===== config.mk =====
export PLATFORM = sky130hd
export DESIGN_NAME = ansi_half_block_pixel_encoder_unit
export DESIGN_NICKNAME = d
export VERILOG_FILES = /design/src/rtl/core/ahbpe_pkg.sv /design/src/rtl/core/ansi_half_block_pixel_encoder_unit.sv /design/src/rtl/core/ahbpe_front.sv /design/src/rtl/core/ahbpe_fifo.sv /design/src/rtl/core/ahbpe_back.sv
export SDC_FILE = /design/constraint.sdc
export NUM_CORES = 1
export LEC_CHECK = 0
export BUFFER_PORTS_ARGS = -buffer_cell sky130_fd_sc_hd__buf_2
export CORE_MARGIN = 2
export CORE_UTILIZATION = 60
export CTS_BUF_LIST = sky130_fd_sc_hd__clkbuf_2
export DETAILED_ROUTE_END_ITERATION = 8
export GPL_TIMING_DRIVEN = 0
export PLACE_DENSITY_LB_ADDON = 0.1
export SETUP_SLACK_MARGIN = 0.1
export SYNTH_ARGS = -nofsm -noshare
export SYNTH_HDL_FRONTEND = slang
export SYNTH_SLANG_ARGS = --single-unit
export TNS_END_PERCENT = 20

===== constraint.sdc =====
create_clock -name i_clk -period 12.84 [get_ports i_clk]
set_input_delay 0 -clock i_clk [delete_from_list [all_inputs] [get_ports i_clk]]
set_output_delay 0 -clock i_clk [all_outputs]
set_load 0.005 [all_outputs]

===== src/rtl/core/ahbpe_pkg.sv =====
// Shared types, widths and character codes for the half-block pixel encoder.
// No dependencies; every module of the encoder imports this package.
`default_nettype none

package ahbpe_pkg;

    localparam int MAX_WIDTH  = 1024;
    localparam int MAX_HEIGHT = 1024;

    localparam int DIM_W  = 11;     // register width of frame_width / frame_height
    localparam int COL_W  = 10;     // column within a text row
    localparam int ROW_W  = 9;      // row pair within a frame

    localparam int FIFO_DEPTH = 4;
    localparam int FIFO_PTR_W = $clog2(FIFO_DEPTH);

    typedef struct packed {
        logic [7:0] red;
        logic [7:0] green;
        logic [7:0] blue;
    } t_rgb;

    // One classified pair, handed from the front to the back
    typedef struct packed {
        logic home;
        logic fg_emit;
        logic bg_emit;
        logic row_end;
        logic frame_done;
        t_rgb top;
        t_rgb bottom;
    } t_cmd;

    typedef enum logic [2:0] {
        S_IDLE,
        S_HOME,
        S_PRE,
        S_NUM,
        S_GLYPH,
        S_RESET
    } t_seq_state;

    // Byte positions that close each segment, and the index of the blue component
    localparam logic [2:0] HOME_LAST  = 3'd2;
    localparam logic [2:0] PRE_LAST   = 3'd6;
    localparam logic [2:0] SEP_POS    = 3'd3;
    localparam logic [2:0] GLYPH_LAST = 3'd2;
    localparam logic [2:0] RESET_LAST = 3'd4;
    localparam logic [1:0] COMP_BLUE  = 2'd2;

    localparam logic [7:0] CH_ESC     = 8'h1b;
    localparam logic [7:0] CH_LBRACK  = 8'h5b;
    localparam logic [7:0] CH_H       = 8'h48;
    localparam logic [7:0] CH_SEMI    = 8'h3b;
    localparam logic [7:0] CH_M       = 8'h6d;
    localparam logic [7:0] CH_ZERO    = 8'h30;
    localparam logic [7:0] CH_TWO     = 8'h32;
    localparam logic [7:0] CH_THREE   = 8'h33;
    localparam logic [7:0] CH_FOUR    = 8'h34;
    localparam logic [7:0] CH_EIGHT   = 8'h38;
    localparam logic [7:0] CH_NL      = 8'h0a;
    localparam logic [7:0] GLYPH_B0   = 8'he2;
    localparam logic [7:0] GLYPH_B1   = 8'h96;
    localparam logic [7:0] GLYPH_B2   = 8'h80;

endpackage

`default_nettype wire


===== src/rtl/core/ansi_half_block_pixel_encoder_unit.sv =====
// Top level of the half-block pixel encoder: configuration registers and the
// front end, command queue and back end. Depends on ahbpe_pkg and all ahbpe_ modules.
//
// Use: each input item on the s_axis channel is one vertical pixel pair (top and
// bottom RGB) in raster order. The m_axis channel carries the terminal text, one
// byte per item: cursor home before a frame, foreground and background truecolor
// escapes when a colour changes or a row starts, the upper-half-block glyph, and
// a colour reset plus newline at each row end. tlast marks the final byte of one
// pair, tuser the final byte of a frame.
// Throughput: one output byte per cycle while the receiver takes bytes and a command
// is queued; a pair is 3 to 49 bytes, walked by the byte sequencer in the back end.
// A 4-entry command queue lets the input side run ahead by up to four pairs.
// Reset (synchronous, active low) empties the queue, restarts at the top of a
// frame, forgets both colours and sets width 80, height 48. When the receiver
// stalls, the output byte holds and input is taken until the queue fills.
// Registers: frame_width at byte address 0, frame_height at 4; write when idle.
`default_nettype none

module ansi_half_block_pixel_encoder_unit import ahbpe_pkg::*; (
    input  wire logic        i_clk,
    input  wire logic        i_rst_n,
    input  wire logic        s_axis_tvalid,
    output logic             s_axis_tready,
    // top_red, top_green, top_blue, bottom_red, bottom_green, bottom_blue
    input  wire logic [47:0] s_axis_tdata,
    output logic             m_axis_tvalid,
    input  wire logic        m_axis_tready,
    // out_byte
    output logic [7:0]       m_axis_tdata,
    output logic             m_axis_tlast,
    // frame_end
    output logic             m_axis_tuser,
    input  wire logic        psel,
    input  wire logic        penable,
    input  wire logic        pwrite,
    input  wire logic [2:0]  paddr,
    input  wire logic [31:0] pwdata,
    output logic [31:0]      prdata,
    output logic             pready
);

    logic [DIM_W-1:0] r_frame_width;
    logic [DIM_W-1:0] r_frame_height;
    logic             cfg_write;

    t_rgb in_top, in_bottom;
    t_cmd push_cmd, head_cmd;
    logic push, pop, full, head_valid;

    assign pready    = 1'b1;
    assign cfg_write = psel && penable && pwrite;
    assign prdata    = paddr[2] ? {{(32-DIM_W){1'b0}}, r_frame_height}
                                : {{(32-DIM_W){1'b0}}, r_frame_width};

    always_ff @(posedge i_clk) begin
        if (!i_rst_n) begin
            r_frame_width  <= DIM_W'(80);
            r_frame_height <= DIM_W'(48);
        end else if (cfg_write) begin
            if (paddr[2]) begin
                r_frame_height <= pwdata[DIM_W-1:0];
            end else begin
                r_frame_width <= pwdata[DIM_W-1:0];
            end
        end
    end

    always_comb begin
        in_top.red      = s_axis_tdata[7:0];
        in_top.green    = s_axis_tdata[15:8];
        in_top.blue     = s_axis_tdata[23:16];
        in_bottom.red   = s_axis_tdata[31:24];
        in_bottom.green = s_axis_tdata[39:32];
        in_bottom.blue  = s_axis_tdata[47:40];
    end

    ahbpe_front u_front (
        .i_clk          (i_clk),
        .i_rst_n        (i_rst_n),
        .i_valid        (s_axis_tvalid),
        .o_ready        (s_axis_tready),
        .i_top          (in_top),
        .i_bottom       (in_bottom),
        .i_frame_width  (r_frame_width),
        .i_frame_height (r_frame_height),
        .i_full         (full),
        .o_push         (push),
        .o_cmd          (push_cmd)
    );

    ahbpe_fifo u_fifo (
        .i_clk   (i_clk),
        .i_rst_n (i_rst_n),
        .i_push  (push),
        .i_data  (push_cmd),
        .o_full  (full),
        .o_valid (head_valid),
        .o_data  (head_cmd),
        .i_pop   (pop)
    );

    ahbpe_back u_back (
        .i_clk       (i_clk),
        .i_rst_n     (i_rst_n),
        .i_cmd_valid (head_valid),
        .i_cmd       (head_cmd),
        .o_pop       (pop),
        .o_tvalid    (m_axis_tvalid),
        .i_tready    (m_axis_tready),
        .o_tdata     (m_axis_tdata),
        .o_tlast     (m_axis_tlast),
        .o_tuser     (m_axis_tuser)
    );

endmodule

`default_nettype wire


===== src/rtl/core/ahbpe_front.sv =====
// Front end: takes pixel pairs, tracks position and remembered colours, and
// issues one classified command per pair. Depends on ahbpe_pkg.
`default_nettype none

module ahbpe_front import ahbpe_pkg::*; (
    input  wire logic             i_clk,
    input  wire logic             i_rst_n,
    input  wire logic             i_valid,
    output logic                  o_ready,
    input  wire t_rgb             i_top,
    input  wire t_rgb             i_bottom,
    input  wire logic [DIM_W-1:0] i_frame_width,
    input  wire logic [DIM_W-1:0] i_frame_height,
    input  wire logic             i_full,
    output logic                  o_push,
    output t_cmd                  o_cmd
);

    logic [COL_W-1:0] r_col,  n_col;
    logic [ROW_W-1:0] r_row,  n_row;
    t_rgb             r_last_fg, r_last_bg;
    logic             r_fg_known, n_fg_known;
    logic             r_bg_known, n_bg_known;

    logic [DIM_W-1:0] w, h, pairs;
    logic [DIM_W:0]   h_inc;
    logic             last_row, row_end, accept;
    t_rgb             bottom;

    always_comb begin
        if (i_frame_width == '0) begin
            w = DIM_W'(1);
        end else if (i_frame_width > DIM_W'(MAX_WIDTH)) begin
            w = DIM_W'(MAX_WIDTH);
        end else begin
            w = i_frame_width;
        end
        if (i_frame_height == '0) begin
            h = DIM_W'(1);
        end else if (i_frame_height > DIM_W'(MAX_HEIGHT)) begin
            h = DIM_W'(MAX_HEIGHT);
        end else begin
            h = i_frame_height;
        end
    end

    assign h_inc    = {1'b0, h} + (DIM_W+1)'(1);
    assign pairs    = h_inc[DIM_W:1];
    assign last_row = ({{(DIM_W-ROW_W){1'b0}}, r_row} + DIM_W'(1)) >= pairs;
    assign row_end  = ({{(DIM_W-COL_W){1'b0}}, r_col} + DIM_W'(1)) >= w;

    // odd height: the padded bottom row is black
    assign bottom = (last_row && h[0]) ? '0 : i_bottom;

    assign o_ready = !i_full;
    assign accept  = i_valid && !i_full;
    assign o_push  = accept;

    always_comb begin
        o_cmd.home       = (r_col == '0) && (r_row == '0);
        o_cmd.fg_emit    = !r_fg_known || (r_last_fg != i_top);
        o_cmd.bg_emit    = !r_bg_known || (r_last_bg != bottom);
        o_cmd.row_end    = row_end;
        o_cmd.frame_done = row_end && last_row;
        o_cmd.top        = i_top;
        o_cmd.bottom     = bottom;
    end

    always_comb begin
        n_col      = r_col;
        n_row      = r_row;
        n_fg_known = r_fg_known;
        n_bg_known = r_bg_known;
        if (accept) begin
            if (row_end) begin
                n_col      = '0;
                n_row      = last_row ? '0 : r_row + ROW_W'(1);
                n_fg_known = 1'b0;
                n_bg_known = 1'b0;
            end else begin
                n_col      = r_col + COL_W'(1);
                n_fg_known = 1'b1;
                n_bg_known = 1'b1;
            end
        end
    end

    always_ff @(posedge i_clk) begin
        if (!i_rst_n) begin
            r_col      <= '0;
            r_row      <= '0;
            r_fg_known <= 1'b0;
            r_bg_known <= 1'b0;
        end else begin
            r_col      <= n_col;
            r_row      <= n_row;
            r_fg_known <= n_fg_known;
            r_bg_known <= n_bg_known;
        end
    end

    always_ff @(posedge i_clk) begin
        if (accept) begin
            r_last_fg <= i_top;
            r_last_bg <= bottom;
        end
    end

endmodule

`default_nettype wire


===== src/rtl/core/ahbpe_fifo.sv =====
// Short command queue between the front and the back end.
// Depends on ahbpe_pkg for the command type and depth.
`default_nettype none

module ahbpe_fifo import ahbpe_pkg::*; (
    input  wire logic i_clk,
    input  wire logic i_rst_n,
    input  wire logic i_push,
    input  wire t_cmd i_data,
    output logic      o_full,
    output logic      o_valid,
    output t_cmd      o_data,
    input  wire logic i_pop
);

    t_cmd                  r_mem [FIFO_DEPTH];
    logic [FIFO_PTR_W-1:0] r_wr_ptr, r_rd_ptr;
    logic [FIFO_PTR_W:0]   r_count;

    assign o_full  = r_count == (FIFO_PTR_W+1)'(FIFO_DEPTH);
    assign o_valid = r_count != '0;
    assign o_data  = r_mem[r_rd_ptr];

    always_ff @(posedge i_clk) begin
        if (!i_rst_n) begin
            r_wr_ptr <= '0;
            r_rd_ptr <= '0;
            r_count  <= '0;
        end else begin
            if (i_push) begin
                r_wr_ptr <= r_wr_ptr + FIFO_PTR_W'(1);
            end
            if (i_pop) begin
                r_rd_ptr <= r_rd_ptr + FIFO_PTR_W'(1);
            end
            if (i_push && !i_pop) begin
                r_count <= r_count + (FIFO_PTR_W+1)'(1);
            end else if (!i_push && i_pop) begin
                r_count <= r_count - (FIFO_PTR_W+1)'(1);
            end
        end
    end

    always_ff @(posedge i_clk) begin
        if (i_push) begin
            r_mem[r_wr_ptr] <= i_data;
        end
    end

`ifndef NO_ASSERTIONS
    a_count_bound: assert property (@(posedge i_clk) disable iff (!i_rst_n)
        r_count <= (FIFO_PTR_W+1)'(FIFO_DEPTH))
        else $error("queue count beyond depth");

    a_no_pop_empty: assert property (@(posedge i_clk) disable iff (!i_rst_n)
        i_pop |-> (r_count != '0))
        else $error("pop from empty queue");
`endif

endmodule

`default_nettype wire


===== src/rtl/core/ahbpe_back.sv =====
// Back end: walks each command segment by segment and emits one text byte per
// cycle through an output register unless stalled. Depends on ahbpe_pkg.
`default_nettype none

module ahbpe_back import ahbpe_pkg::*; (
    input  wire logic i_clk,
    input  wire logic i_rst_n,
    input  wire logic i_cmd_valid,
    input  wire t_cmd i_cmd,
    output logic      o_pop,
    output logic      o_tvalid,
    input  wire logic i_tready,
    output logic [7:0] o_tdata,
    output logic      o_tlast,
    output logic      o_tuser
);

    t_seq_state r_state, n_state;
    t_cmd       r_cmd,   n_cmd;
    logic       r_bg,    n_bg;
    logic [2:0] r_idx,   n_idx;
    logic [1:0] r_comp,  n_comp;

    logic       r_out_valid;
    logic [7:0] r_out_byte;
    logic       r_out_last;
    logic       r_out_frame;

    logic       adv, cur_last, cur_frame;
    logic [7:0] cur_byte;
    t_rgb       colour;
    logic [7:0] comp_val, next_comp_val;

    // first digit position: skip leading zeros
    function automatic logic [2:0] dec_start(input logic [7:0] v);
        if (v >= 8'd100) begin
            return 3'd0;
        end else if (v >= 8'd10) begin
            return 3'd1;
        end
        return 3'd2;
    endfunction

    function automatic logic [7:0] dec_char(input logic [7:0] v, input logic [1:0] pos);
        logic [1:0]  hund;
        logic [6:0]  rem;
        logic [14:0] prod;
        logic [3:0]  tens;
        logic [6:0]  tens_x10;
        logic [3:0]  ones;
        logic [7:0]  ch;
        if (v >= 8'd200) begin
            hund = 2'd2;
            rem  = 7'(v - 8'd200);
        end else if (v >= 8'd100) begin
            hund = 2'd1;
            rem  = 7'(v - 8'd100);
        end else begin
            hund = 2'd0;
            rem  = v[6:0];
        end
        // rem / 10 as a multiply by 205 / 2048, exact below 100
        prod     = {8'd0, rem} * 15'd205;
        tens     = prod[14:11];
        tens_x10 = 7'({3'd0, tens} * 7'd10);
        ones     = 4'(rem - tens_x10);
        case (pos)
            2'd0:    ch = CH_ZERO + {6'd0, hund};
            2'd1:    ch = CH_ZERO + {4'd0, tens};
            default: ch = CH_ZERO + {4'd0, ones};
        endcase
        return ch;
    endfunction

    function automatic t_seq_state body_state(input t_cmd c);
        return (c.fg_emit || c.bg_emit) ? S_PRE : S_GLYPH;
    endfunction

    assign adv    = !r_out_valid || i_tready;
    assign colour = r_bg ? r_cmd.bottom : r_cmd.top;

    always_comb begin
        case (r_comp)
            2'd0:    comp_val = colour.red;
            2'd1:    comp_val = colour.green;
            default: comp_val = colour.blue;
        endcase
        next_comp_val = (r_comp == 2'd0) ? colour.green : colour.blue;
    end

    assign cur_last  = ((r_state == S_GLYPH) && (r_idx == GLYPH_LAST) && !r_cmd.row_end)
                    || ((r_state == S_RESET) && (r_idx == RESET_LAST));
    assign cur_frame = cur_last && r_cmd.frame_done;
    assign o_pop     = i_cmd_valid && ((r_state == S_IDLE) || (adv && cur_last));

    // next state
    always_comb begin
        n_state = r_state;
        n_cmd   = r_cmd;
        n_bg    = r_bg;
        n_idx   = r_idx;
        n_comp  = r_comp;
        if (o_pop) begin
            n_cmd   = i_cmd;
            n_idx   = '0;
            n_comp  = '0;
            n_bg    = !i_cmd.fg_emit;
            n_state = i_cmd.home ? S_HOME : body_state(i_cmd);
        end else if (r_state != S_IDLE && adv) begin
            n_idx = r_idx + 3'd1;
            case (r_state)
                S_HOME: begin
                    if (r_idx == HOME_LAST) begin
                        n_idx   = '0;
                        n_state = body_state(r_cmd);
                    end
                end
                S_PRE: begin
                    if (r_idx == PRE_LAST) begin
                        n_state = S_NUM;
                        n_comp  = '0;
                        n_idx   = dec_start(colour.red);
                    end
                end
                S_NUM: begin
                    if (r_idx == SEP_POS) begin
                        if (r_comp == COMP_BLUE) begin
                            n_idx  = '0;
                            n_comp = '0;
                            if (!r_bg && r_cmd.bg_emit) begin
                                n_bg    = 1'b1;
                                n_state = S_PRE;
                            end else begin
                                n_state = S_GLYPH;
                            end
                        end else begin
                            n_comp = r_comp + 2'd1;
                            n_idx  = dec_start(next_comp_val);
                        end
                    end
                end
                S_GLYPH: begin
                    if (r_idx == GLYPH_LAST) begin
                        n_idx   = '0;
                        n_state = r_cmd.row_end ? S_RESET : S_IDLE;
                    end
                end
                S_RESET: begin
                    if (r_idx == RESET_LAST) begin
                        n_idx   = '0;
                        n_state = S_IDLE;
                    end
                end
                default: begin
                    n_state = S_IDLE;
                end
            endcase
        end
    end

    // byte for the current position
    always_comb begin
        case (r_state)
            S_HOME: begin
                case (r_idx)
                    3'd0:    cur_byte = CH_ESC;
                    3'd1:    cur_byte = CH_LBRACK;
                    default: cur_byte = CH_H;
                endcase
            end
            S_PRE: begin
                case (r_idx)
                    3'd0:    cur_byte = CH_ESC;
                    3'd1:    cur_byte = CH_LBRACK;
                    3'd2:    cur_byte = r_bg ? CH_FOUR : CH_THREE;
                    3'd3:    cur_byte = CH_EIGHT;
                    3'd5:    cur_byte = CH_TWO;
                    default: cur_byte = CH_SEMI;
                endcase
            end
            S_NUM: begin
                if (r_idx == SEP_POS) begin
                    cur_byte = (r_comp == COMP_BLUE) ? CH_M : CH_SEMI;
                end else begin
                    cur_byte = dec_char(comp_val, r_idx[1:0]);
                end
            end
            S_GLYPH: begin
                case (r_idx)
                    3'd0:    cur_byte = GLYPH_B0;
                    3'd1:    cur_byte = GLYPH_B1;
                    default: cur_byte = GLYPH_B2;
                endcase
            end
            S_RESET: begin
                case (r_idx)
                    3'd0:    cur_byte = CH_ESC;
                    3'd1:    cur_byte = CH_LBRACK;
                    3'd2:    cur_byte = CH_ZERO;
                    3'd3:    cur_byte = CH_M;
                    default: cur_byte = CH_NL;
                endcase
            end
            default: begin
                cur_byte = '0;
            end
        endcase
    end

    always_ff @(posedge i_clk) begin
        if (!i_rst_n) begin
            r_state     <= S_IDLE;
            r_bg        <= 1'b0;
            r_idx       <= '0;
            r_comp      <= '0;
            r_out_valid <= 1'b0;
        end else begin
            r_state <= n_state;
            r_bg    <= n_bg;
            r_idx   <= n_idx;
            r_comp  <= n_comp;
            if (adv) begin
                r_out_valid <= r_state != S_IDLE;
            end
        end
    end

    // payload: hold while the receiver stalls
    always_ff @(posedge i_clk) begin
        r_cmd <= n_cmd;
        if (adv) begin
            r_out_byte  <= cur_byte;
            r_out_last  <= cur_last;
            r_out_frame <= cur_frame;
        end
    end

    assign o_tvalid = r_out_valid;
    assign o_tdata  = r_out_byte;
    assign o_tlast  = r_out_last;
    assign o_tuser  = r_out_frame;

`ifndef NO_ASSERTIONS
    a_frame_is_last: assert property (@(posedge i_clk) disable iff (!i_rst_n)
        (o_tvalid && o_tuser) |-> o_tlast)
        else $error("frame end without end of run");

    a_idle_leaves: assert property (@(posedge i_clk) disable iff (!i_rst_n)
        (r_state == S_IDLE && i_cmd_valid) |=> (r_state != S_IDLE))
        else $error("sequencer idle with a queued command");

    a_reset_on_row_end: assert property (@(posedge i_clk) disable iff (!i_rst_n)
        (r_state == S_RESET) |-> r_cmd.row_end)
        else $error("colour reset outside a row end");
`endif

endmodule

`default_nettype wire

Yosys cells after proc, flatten, opt, wreduce, memory -nomap -nowiden --
Memory sizes are Yosys's and may differ from the RTL's. A register that Yosys moved wholly into a read port is not among the register bits. Index checks and enable logic that the tools add are counted. W data, S select, Z words.
Operators by class: $add $sub $neg 17, multiply operators 2, magnitude comparators 10, equality and inequality tests 25, multiplexer cells 84, bitwise operators 2, reduce and logical (&&, ||, !) cells 56
Operator list (count):
- $mux W3 | 27
- $pmux W8 S5 | 2
- $mux W11 | 5
- $mux W24 | 2
- $ne A24 B24 Y1 | 2
- $mux W7 | 5
- $pmux W8 S2 | 2
- $pmux W7 S2 | 2
- $pmux W7 S4 | 1
- $ge A8 B7 Y1 const B | 3
- $mux W1 | 23
- $ge A11 B11 Y1 | 2
- $gt A11 B11 Y1 const B | 2
- $logic_not A11 Y1 | 2
- $eq A3 B3 Y1 const B | 6
- $ge A8 B4 Y1 const B | 2
- $logic_and A1 B1 Y1 | 16
- $mux W2 | 8
- $mux W8 | 2
- $mul A7 B8 Y15 const B | 1
- $pmux W3 S5 | 1
- $add A6 B4 Y7 const A | 2
- $reduce_bool A2 Y1 | 7
- $sub A7 B7 Y7 const B | 2
- 36 further kinds | 69
Word-level totals: flip-flop bits (word level) 169, RAM bits 212, input bits 90, output and inout port bits 45, logic and storage cells 229, memories 1
Memory list:
- u_fifo.r_mem | depth 4, width 53, read ports 1, clocked after memory_dff 1, write ports 1, line ahbpe_fifo.sv:16 | t_cmd r_mem [FIFO_DEPTH];

Logic depth before layout (Yosys ltp) --
Gate-level depths: netlist of run 1.
word-level depth 14, mapped depth 32, depth with buffers taken out 29

Modules after synthesis --
A second synthesis of run 1 with hierarchy kept.
Second synthesis, totals: cells, all modules 1410, area total of the unflattened synthesis 19042.0 µm²
Modules (own cells, without submodules):
- ahbpe_fifo | times used 1, cells an instance 320, area an instance 8157.8 µm², sequential area each 6546.3 µm²
- ahbpe_back | times used 1, cells an instance 486, area an instance 5206.2 µm², sequential area each 2062.0 µm²
- ahbpe_front | times used 1, cells an instance 479, area an instance 4488.1 µm², sequential area each 1841.8 µm²
- ansi_half_block_pixel_encoder_unit | times used 1, cells an instance 125, area an instance 1189.9 µm², sequential area each 440.4 µm²

Least setup slack after synthesis of run 1 --
No wires, ideal clock.
path kind reg-to-reg, from register u_back.r_bg, to register u_back.r_out_byte[3], in the netlist u_back.o_tdata[3], data pin, library setup time 0.261 ns, data arrival time 6.743 ns, required time 12.579 ns, path slack 5.836 ns, stages on the path, launching flop included 30, buffers on the path 2, period minus slack after synthesis 7.004 ns, cell sequence dfxtp_1 > buf_6 > mux2_1 > a222oi_1 > nand3b_1 > a31oi_1 > nor2b_1 > clkbuf_1 > a211oi_1 > xnor2_1 > ha_1 > fa_1 > ha_1 > inv_1 > fa_1 > inv_1 > ha_1 > a21o_1 > a21o_1 > a21o_1 > nor3_1 > nand3_1 > and3_4 > nor2_1 > ha_1 > inv_1 > fa_1 > xnor2_1 > xor3_1 > a311o_1
Between the ends: longest elaborated chain between the ends 14, elaborated cells between the ends (all ways) 23, classes of those cells add/sub (6); mul (2); order compare (2); mux (13)
RTL lines:
- from (decl) | line ahbpe_back.sv:20 | logic r_bg, n_bg;
- from (signal assigned) | line ahbpe_back.sv:219 | r_bg <= n_bg;
- $mux W24 * | line ahbpe_back.sv:80 | assign colour = r_bg ? r_cmd.bottom : r_cmd.top;
- $pmux W8 S2 * | line ahbpe_back.sv:83 | case (r_comp)
- $sub A7 B7 Y7 / $ge A8 B7 Y1 (equally long branches) | line ahbpe_back.sv:57, ahbpe_back.sv:55
- $mux W7 | line ahbpe_back.sv:55 | end else if (v >= 8'd100) begin
- $mux W7 | line ahbpe_back.sv:52 | if (v >= 8'd200) begin
- $mux W7 | line ahbpe_back.sv:182 | if (r_idx == SEP_POS) begin
- $mux W7 | line ahbpe_back.sv:163 | case (r_state)
- $mul A7 B8 Y15 | line ahbpe_back.sv:63 | prod = {8'd0, rem} * 15'd205;
- $mul A4 B3 Y3 | line ahbpe_back.sv:65 | tens_x10 = 7'({3'd0, tens} * 7'd10);
- $sub A4 B4 Y4 | line ahbpe_back.sv:66 | ones = 4'(rem - tens_x10);
- $add A6 B4 Y7 | line ahbpe_back.sv:70 | default: ch = CH_ZERO + {4'd0, ones};
- $pmux W8 S2 * | line ahbpe_back.sv:67 | case (pos)
- $mux W8 * | line ahbpe_back.sv:182
- $pmux W8 S5 * | line ahbpe_back.sv:163
- net u_back.cur_byte[3] | line ahbpe_back.sv:30 | logic [7:0] cur_byte;
- to (signal assigned) | line ahbpe_back.sv:232 | r_out_byte <= cur_byte;
- to (decl) | line ahbpe_back.sv:25 | logic [7:0] r_out_byte;
Mark *: on every way through the listed nets, which the timed path passes. The rest lies on a longest branch. The select of a mux whose other input is x is not followed. A chain may end at the register's enable or synchronous reset.

Worst setup path in the final report of run 1 --
Same ends and word-level chain as after synthesis.

==> results of run 1 <==
==> layout make-up <==
cell class | count | area [um2] | share of cell area
buffer | 74 | 373 | 0.0174
timing repair buffer | 218 | 1750 | 0.0814
antenna | 1 | 2.50 | 0.000117
multi-input combinational | 820 | 6810 | 0.317
clock buffer | 142 | 711 | 0.0331
sequential | 383 | 10900 | 0.508
tap | 390 | 488 | 0.0227
clock inverter | 29 | 160 | 0.00746
inverter | 74 | 278 | 0.0129
==> placed cells by master (no fill, tap or decap), drive strengths merged, types with 41 or more instances in the layout <==
cell type,synthesis,routed
mux4,63,63
nor2,55,55
dlygate4sd3,0,128
dfxtp,61,61
inv,72,74
clkbuf,43,185
ha,76,76
nand2,105,105
a21oi,41,41
edfxtp,322,322
buf,31,121
==> cell families (layout without fill, tap and decap cells) <==
group                    after synthesis  count (layout)  synth area share
AO/OA/AOI/OAI                        220             220            0.0827
AND/OR/NAND/NOR                      322             322            0.0866
flip-flops                           383             383             0.597
multiplexers                         101             101             0.101
buffers and inverters                148             537            0.0354
other                                  2              23          0.000412
XOR/XNOR                              69              69            0.0344
adder cells (fa/ha/maj)               86              86            0.0631
==> registers in the layout (all words and copies together) (netlist names), 3 cells and up, named ones only <==
signal / cells
u_front.r_last_bg: 24
u_front.r_row: 9
u_back.r_state: 3
u_back.r_cmd: 52
r_frame_height: 11
r_frame_width: 11
u_fifo.r_mem: 212
u_back.o_tdata: 8
u_fifo.r_count: 3
u_front.r_col: 10
u_front.r_last_fg: 24
u_back.r_idx: 3
==> critical path: cells and delay by family, from the launching register on <==
family,cells,cell delay (ps)
AOI/OAI and AO/OA,7,2480
adders and majority gates,7,2400
and+or+nand+nor,6,1040
xor gates and xnor gates,3,590
buffers and inverters,5,530
DFF,1,510
muxes,1,340
==> worst paths after layout <==
check                        start                   to  slack, ps  cells after the start
setup / recovery       u_back.r_bg    u_back.o_tdata[3]       4670                     29
hold / removal    s_axis_tdata[27]  u_fifo.r_mem[1][19]         80                      3
hold reg to reg   u_front.r_col[1]     u_front.r_col[1]        500                      2
setup reg to reg       u_back.r_bg    u_back.o_tdata[3]       4670                     29
==> stage by stage <==
| stage | hold slack, ps | worst slack, ps | cell area [um2] | util | instances |
|---|---|---|---|---|---|
| after floorplan | 98.9 | 5840 | 18300 | - | 1351 |
| after global placement | 231 | 4820 | 19300 | 0.646 | 1829 |
| after detailed placement | 236 | 4740 | 19300 | 0.648 | 1831 |
| after CTS | 2.65 | 4680 | 21500 | 0.720 | 2130 |
| after global routing | 31.8 | 4250 | 21500 | 0.720 | 2131 |
| final | 80.1 | 4670 | 21500 | 0.720 | 2131 |
==> metal layers <==
| metal | GRT usage | vias up |
|---|---|---|
| met4 | 0.0854 | 0 |
| met2 | 0.445 | 605 |
| met3 | 0.0499 | 104 |
| met5 | 0 | - |
| met1 | 0.387 | 6050 |
| li1 | - | 5735 |
==> repair_timing <==
item                      CTS  global route
hold buffers              128             0
gates resized for setup     0             0
hold endpoints to repair  531             0
==> impl_results.md, run 1 <==
- Row cnt: 63
- WS Path Type: reg2reg
- CTS tree: done
- Die X: 178 um
- Final ANT Viol Nets: 0
- Num CTS Buffers: 93
- Routed length on met2: 20.6 mm
- Core Area: 0.0298 mm2
- IO Pins: 135
- Most numerous cell in the Yosys netlist: edfxtp_1
- Post-synth EDFFs: 322
- Synth top area cells: edfxtp_1, mux4_2, dfxtp_1
- Top cells by count, synth: edfxtp_1, nand2_1, ha_1
- Max Fclk: 122 MHz
- Worst-Margin Slew: 1090 ps
- Post-synth ARST share: 0
- Post-Synthesis Cells: 1,331
- Largest net degree at the start of global routing: 59
- Crit-path slowest cell: a222oi_1
- Drt initial violations: 1,382
- Pre-Repair DR Iteration Count: 6
- Slew Limit Headroom: 0.271
- Via/cell ratio: 5.86
- Total gr overflow: 0
- Root buffer cell: clkbuf_2
- Yosys warnings: 0
- Later-pin clock latency in the skew report: 950 ps
- Largest area contributor in the netlist: edfxtp_1
- CP arrival: 8810 ps
- Routed wire per std cell: 20.1 um
- Fin crit period: 8170 ps
- H-tree levels: 3
- Vias post-DR: 12.5k
- GRT Total Usage: 0.276
- Max-cap violation count: 0
- Vias in the first global route: 12.3k
- Final Max Tran Viols: 0
- Layout fillers: 1,997
- Worst endpoint required time: 13,490 ps
- Max layer used: met4
- First-pass GRT wire length: 66.4 mm
- Worst-path clk slew: 120 ps
- Final setup vio count: 0
- Worst path max stage delay: 930 ps
- Cell mode on critical path: ha_1
- Post-synthesis cell type count: 72
- Area growth syn-to-layout: 17.6%
- Final Hold Violating Endpoints: 0
- Die area: 0.0318 mm2
- Status: completed
- CP Capture Type: flop
- Flops & latches, synth: 383
- Tcrit/Tclk final: 0.636
- PortBufs: 88
- Hold Crit Class: in2reg
- Nets: 1,840
- Sequential area share after synthesis: 0.597
- Die height: 178 um
- Antenna violations before repair: 1
- Post-Syn Area: 0.0182 mm2
- DR WL met3: 2.93 mm
- Crit start category: flop
- Clock Sinks: 383
- Layout cells sized above 1: 0.210
- Skew final: 77.4 ps
- Share of the synthesized area in the top cell type: 0.530
- WL met1: 18.4 mm
- Setup TNS: 0 ps
- Most used DFF post-synth: edfxtp_1
- Initial core utilization: 0.612
- Drt total wl: 42.9 mm
- Drt drc: 0
- Post-CTS Setup Inserts: 0
- Crit-path max FO: 10
- GP Congestion: 0.924
- Post-detail-place hpwl: 27.7 mm
- Worst-case clock buffer depth: 3
- Average instance area after synthesis: 13.7 um2
- RSZ-0062 raised after global routing: false
Power of run 1 is left out: the tool's default activity adds up to more than one toggle a clock period on the data nets, which glitch-free logic cannot reach.
==> run 2, diff against run 1 <==
--- a/config.mk
+++ b/config.mk
@@ -7,7 +7,7 @@
 export LEC_CHECK = 0
 export BUFFER_PORTS_ARGS = -buffer_cell sky130_fd_sc_hd__buf_2
 export CORE_MARGIN = 2
-export CORE_UTILIZATION = 60
+export CORE_UTILIZATION = 57
 export CTS_BUF_LIST = sky130_fd_sc_hd__clkbuf_2
 export DETAILED_ROUTE_END_ITERATION = 8
 export GPL_TIMING_DRIVEN = 0
==> constraint.sdc (replaced) <==
create_clock -name i_clk -period 6.7 [get_ports i_clk]
set_input_delay 0 -clock i_clk [delete_from_list [all_inputs] [get_ports i_clk]]
set_output_delay 0 -clock i_clk [all_outputs]
set_load 0.005 [all_outputs]
==> run 2 against run 1 <==
Net effect:
- the flow now finishes with violations (setup timing)
- hold slack gained 29 ps
- flip-flop and latch count did not move
- global-route usage decreased by 0.90 points
- count of clock-buffer cells in the layout is 4 lower
- clock skew grew 27 ps
- critical path depth is 3 higher
- via count increased by 1.2%
- first-iteration DRC count decreased by 19%
- fmax up 21%
- die area rose by 5.1%
- non-clock buffer count up 41
- critical path type unchanged
- critical endpoint unchanged
- largest cell class unchanged
==> impl_results.md, run 2 (synthesized netlist as in run 1, its figures left out) <==
- Status: finished with violations
- Failing checks: setup timing
- Area growth syn-to-layout: 20.4%
- Post-Place Worst Slack: -1020 ps (-5760 ps)
- R2R cell count: 32 (+10%)
- First-pass GRT wire length: 68.6 mm (+3.2%)
- Layout fillers: 2,220 (+11%)
- Drt total wl: 43.3 mm (+0.92%)
- Commonest non-fill, non-tap cell in the layout: edfxtp_1
- Fin worst setup slack: -70.4 ps (-4740 ps)
- Cell family with most CP delay: adder cells
- Worst path max stage delay: 510 ps (-420 ps)
- CTS tree: done
- Final setup vio count: 1 (+1)
- Worst-path clk slew: 100 ps (-20 ps)
- Max Fclk: 148 MHz (+21%)
- Max-cap violation count: 0 (unchanged)
- Most frequent cells in the layout: edfxtp_1, dlygate4sd3_1, clkbuf_2
- Initial core utilization: 0.578 (-0.0341)
- GRT Total Usage: 0.267 (-0.00899)
- GP Congestion: 0.888 (-3.9%)
- Num CTS Buffers: 97 (+4.3%)
- WS Path Type: reg2reg
- Cell mode on critical path: a21o_1
- Final Max Tran Viols: 0 (unchanged)
- Antenna violations before repair: 1 (unchanged)
- Nets: 1,885 (+2.4%)
- Die height: 183 um (+2.5%)
- Total gr overflow: 0 (unchanged)
- Die area: 0.0335 mm2 (+5.1%)
- Tcrit/Tclk final: 1.01 (+0.374)
- PortBufs: 88 (unchanged)
- Die X: 183 um (+2.5%)
- CP arrival: 7420 ps (-1390 ps)
- Via/cell ratio: 5.81 (-0.88%)
- Layout cells sized above 1: 0.235 (+0.0243)
- Post-detail-place hpwl: 27.5 mm (-1.0%)
- Worst-Margin Slew: 1000 ps (-89.3 ps)
- Largest reg by FF count: u_fifo.r_mem
- End of the worst register-to-register path: u_back.o_tdata[3]
- H-tree levels: 3 (unchanged)
- CP Depth: 32 (+10%)
- Final instance area: 0.0220 mm2 (+2.4%)
- Clock Sinks: 383 (unchanged)
- RR Startpoint: u_back.r_bg
- Final hold slack: 109 ps (+28.7 ps)
- Area post-placement: 0.0194 mm2 (+0.67%)
- Worst setup path end: u_back.o_tdata[3]
- CP startpoint: u_back.r_bg
- Worst-case clock buffer depth: 3 (unchanged)
- Pre-Repair DR Iteration Count: 9 (+3)
- Row cnt: 65 (+3.2%)
- Largest net degree at the start of global routing: 57 (-3.4%)
- WP buf/inv: 7 (+2)
- Hold Crit Class: in2reg
- Slew Limit Headroom: 0.330 (+0.0596)
- IO Pins: 135 (unchanged)
- Final ANT Viol Nets: 0 (unchanged)
- Crit-path slowest cell: fa_2
- Worst endpoint required time: 7350 ps (-6140 ps)
- Internal reg-to-reg setup slack: -70 ps (-4740 ps)
- Drt initial violations: 1,117 (-19%)
- Later-pin clock latency in the skew report: 990 ps (+40 ps)
- Root buffer cell: clkbuf_2
- Crit start category: flop
- Core Area: 0.0316 mm2 (+5.9%)
- Fin crit period: 6770 ps (-1400 ps)
- Routed wire per std cell: 19.9 um (-1.2%)
- Vias in the first global route: 12.5k (+2.3%)
- Final Hold Violating Endpoints: 0 (unchanged)
- Largest regs: u_fifo.r_mem (212), u_back.r_cmd (52)
- Crit-path max FO: 10 (unchanged)
- Fin util: 0.696 (-0.0240)
- Max reg flops: 212 (unchanged)
- Drt drc: 0 (unchanged)
- RSZ-0062 raised after global routing: true
- Skew final: 104 ps (+27.0 ps)
- Vias post-DR: 12.6k (+1.2%)
- CP Capture Type: flop
[run 2: cell count changes in the layout (fill, tap and decap cells not counted), sizes merged]
cell,change
bufinv,-1
clkinv,-4
dlygate4sd3,+17
buf,+24
inv,+1
clkbuf,-4
[run 2: routing by layer]
layer | vias up | wire length (um) | global-route usage
li1 | 5832 | - | -
met2 | 597 | 20700 | 0.426
met4 | 0 | 1000 | 0.0890
met3 | 99 | 2980 | 0.0496
met1 | 6118 | 18700 | 0.375
met5 | - | 0 | 0
[run 2: worst min-delay path, cell delays in order]
cell           delay, ps
dlygate4sd3_1        530
buf_2                110
inv_1                110
a21oi_1              120
[run 2: how the worst min path moves through the flow]
stage	cells after the start	start	slack [ps]	to
final	4	s_axis_tdata[36]	110	u_fifo.r_mem[3][12]
after global routing	4	s_axis_tdata[28]	80	u_fifo.r_mem[0][20]
after CTS	4	s_axis_tdata[31]	3	u_fifo.r_mem[1][23]
after detailed placement	3	pwdata[6]	240	r_frame_width[6]
after global placement	3	pwdata[6]	240	r_frame_width[6]
after floorplan	0	s_axis_tdata[16]	100	u_fifo.r_mem[0][24]
[run 2: repair_timing]
item	4_1_cts	5_1_grt
cloned	0	0
resized for setup	27	0
hold buffers	145	0
endpoints found under the setup margin	4	3
setup buffers	22	1
endpoints found under the hold margin	531	0
pin swaps	14	6
[run 2: final cells by class]
type                       instances  area, um2  area share
sequential                       383      10900       0.496
tap                              402        503      0.0229
inverter                          74        282      0.0128
antenna                            1       2.50    0.000114
buffer                            74        412      0.0187
clock buffer                     138        691      0.0314
timing repair buffer             259       2120      0.0964
multi-input combinational        820       6950       0.316
clock inverter                    25        114     0.00518
[run 2: stage by stage]
stage / cells / TNS (ps)
floorplan: 1351 / -41.0
global placement: 1841 / -2550
detailed placement: 1844 / -2410
CTS: 2174 / -95.5
global route: 2176 / -688
finish: 2176 / -70.4
Power of run 2 is left out for the same reason.
==> run 3, diff against run 2 <==
--- a/config.mk
+++ b/config.mk
@@ -5,11 +5,11 @@
 export SDC_FILE = /design/constraint.sdc
 export NUM_CORES = 1
 export LEC_CHECK = 0
-export BUFFER_PORTS_ARGS = -buffer_cell sky130_fd_sc_hd__buf_2
 export CORE_MARGIN = 2
-export CORE_UTILIZATION = 57
+export CORE_UTILIZATION = 55
 export CTS_BUF_LIST = sky130_fd_sc_hd__clkbuf_2
 export DETAILED_ROUTE_END_ITERATION = 8
+export DONT_BUFFER_PORTS = 1
 export GPL_TIMING_DRIVEN = 0
 export PLACE_DENSITY_LB_ADDON = 0.1
 export SETUP_SLACK_MARGIN = 0.1
==> constraint.sdc (replaced) <==
create_clock -name i_clk -period 6.7 [get_ports i_clk]
set_input_delay 0 -clock i_clk [delete_from_list [all_inputs] [get_ports i_clk]]
set_output_delay 0 -clock i_clk [all_outputs]
set_load 0.1 [all_outputs]
==> run 3 against run 2 <==
Net effect:
- the flow still finishes with violations (setup timing)
- highest routed layer unchanged
- die area grew 3.6%
- clock skew grew 6.6 ps
- count of clock-buffer cells in the layout grew 4
- cell count shrank 1.6%
- core utilization shrank 2.6 points
- critical path depth is the same
- first-iteration DRC count shrank 4.8%
- cell area shrank 0.52%
- non-clock buffer count shrank 74
- via count shrank 3.1%
- hold slack gained 55 ps
==> impl_results.md, run 3 (synthesized netlist as in run 1, its figures left out) <==
- PortBufs: 0 (-100%)
- Post-detail-place hpwl: 27.7 mm (+0.88%)
- Final setup vio count: 2 (+1)
- Area growth syn-to-layout: 19.7%
- Slew Limit Headroom: 0.217 (-0.113)
- Largest reg by FF count: u_fifo.r_mem
- Worst-Margin Slew: 1170 ps (+167 ps)
- Root buffer cell: clkbuf_2
- Tcrit/Tclk final: 1.04 (+0.0327)
- Commonest non-fill, non-tap cell in the layout: edfxtp_1
- End of the worst register-to-register path: u_back.o_tdata[3]
- Drt total wl: 43.2 mm (-0.22%)
- Fin crit period: 6990 ps (+219 ps)
- IO Pins: 135 (unchanged)
- Most frequent cells in the layout: edfxtp_1, dlygate4sd3_1, clkbuf_2
- Largest regs: u_fifo.r_mem (212), u_back.r_cmd (52)
- R2R cell count: 32 (unchanged)
- Later-pin clock latency in the skew report: 1010 ps (+20 ps)
- Max Fclk: 143 MHz (-3.1%)
- Vias in the first global route: 12.4k (-1.5%)
- CP arrival: 7640 ps (+220 ps)
- Drt drc: 0 (unchanged)
- Final ANT Viol Nets: 0 (unchanged)
- Cell mode on critical path: a21o_1
- Num CTS Buffers: 94 (-3.1%)
- CP Capture Type: flop
- Largest net degree at the start of global routing: 57 (unchanged)
- Worst endpoint required time: 7350 ps (about the same)
- Max-cap violation count: 0 (unchanged)
- WS Path Type: reg2reg
- Routed wire per std cell: 20.2 um (+1.4%)
- Total gr overflow: 0 (unchanged)
- Die area: 0.0347 mm2 (+3.6%)
- Clock Sinks: 383 (unchanged)
- Internal reg-to-reg setup slack: -290 ps (-220 ps)
- CTS tree: done
- Pre-Repair DR Iteration Count: 6 (-3)
- Hold Crit Class: in2reg
- Worst-path clk slew: 100 ps (about the same)
- Max reg flops: 212 (unchanged)
- Skew final: 111 ps (+6.64 ps)
- RR Startpoint: u_back.r_bg
- Status: finished with violations
- CP startpoint: u_back.r_bg
- Die X: 186 um (+1.8%)
- Die height: 186 um (+1.8%)
- Final Hold Violating Endpoints: 0 (unchanged)
- Core Area: 0.0326 mm2 (+3.4%)
- Failing checks: setup timing
- GRT Total Usage: 0.256 (-0.0114)
- Fin util: 0.670 (-0.0262)
- Initial core utilization: 0.559 (-0.0189)
- Crit start category: flop
- H-tree levels: 3 (unchanged)
- First-pass GRT wire length: 66.8 mm (-2.7%)
- GP Congestion: 0.944 (+6.3%)
- Final Max Tran Viols: 0 (unchanged)
- Antenna violations before repair: 1 (unchanged)
- Worst setup path end: u_back.o_tdata[3]
- Vias post-DR: 12.3k (-3.1%)
- Crit-path max FO: 6 (-4)
- Worst-case clock buffer depth: 3 (unchanged)
- Drt initial violations: 1,063 (-4.8%)
- Nets: 1,808 (-4.1%)
- Crit-path slowest cell: fa_1
- RSZ-0062 raised after global routing: true
- Via/cell ratio: 5.72 (-1.5%)
- Row cnt: 66 (+1.5%)
- Layout cells sized above 1: 0.203 (-0.0316)
- Fin worst setup slack: -289 ps (-219 ps)
- Worst path max stage delay: 470 ps (-40 ps)
==> run 3: cell count changes in the layout (fill, tap and decap cells not counted), moves of 3 or more <==
| cell | change |
|---|---|
| inv_2 | -3 |
| mux2i_2 | +3 |
| clkinv_1 | -4 |
| clkbuf_4 | -4 |
| buf_4 | +3 |
| clkbuf_2 | +5 |
| dlygate4sd3_1 | +9 |
| buf_2 | -87 |
==> run 3: through the flow <==
step	hold slack, ps	std cells	area (um2)	setup TNS [ps]	setup slack (ps)
2_1_floorplan	98.9	1351	18400	-41.0	-41.0
3_3_place_gp	99.1	1793	19000	-2970	-1160
3_5_place_dp	99.1	1797	19100	-2400	-1010
4_1_cts	33.0	2141	21800	-146	-146
5_1_grt	159	2142	21800	-958	-466
6_report	164	2142	21800	-412	-289
==> run 3: how the worst min path moves through the flow <==
stage                           startpoint              endpoint  slack, ps  depth (start not counted)
after floorplan           s_axis_tdata[16]   u_fifo.r_mem[0][24]        100                          0
after global placement     s_axis_tdata[9]  u_front.r_last_fg[9]        100                          0
after detailed placement   s_axis_tdata[1]   u_fifo.r_mem[1][41]        100                          0
after CTS                 s_axis_tdata[47]   u_fifo.r_mem[1][50]         30                          4
after global routing         s_axis_tvalid      u_front.r_row[1]        160                          4
final                     s_axis_tdata[47]   u_fifo.r_mem[1][50]        160                          4
==> run 3: layout make-up <==
cell class                      instances  area (um2)
Sequential cell                       383       10900
Fill cell                            2364       10800
Multi-Input combinational cell        820        6990
Timing Repair Buffer                  185        1830
Clock buffer                          142         711
Tap cell                              442         553
Buffer                                 74         419
Inverter                               74         284
Clock inverter                         21         165
Antenna cell                            1        2.50
==> run 3: timing repair <==
action                                  in CTS  in global routing
hold endpoints to repair                   579                  0
gates resized for setup                     32                  7
pin swaps                                   17                  3
endpoints found under the setup margin       4                  3
buffers inserted                            27                  0
hold buffers                               154                  0
==> run 3: layer usage <==
metal  GRT usage  share of wire
met4      0.0973          0.027
met3      0.0565          0.074
met5           0              0
met2       0.410           0.47
met1       0.344           0.43
==> run 3: critical path: cells and delay by family (launching register included) <==
kind | cells | cell delay (ps)
multiplexers | 1 | 300
buffers and inverters | 7 | 750
AND/OR/NAND/NOR | 6 | 710
adder cells (fa/ha/maj) | 7 | 2200
AO/OA/AOI/OAI | 8 | 1730
flip-flops | 1 | 370
XOR/XNOR | 3 | 560
Power of run 3 is left out for the same reason.
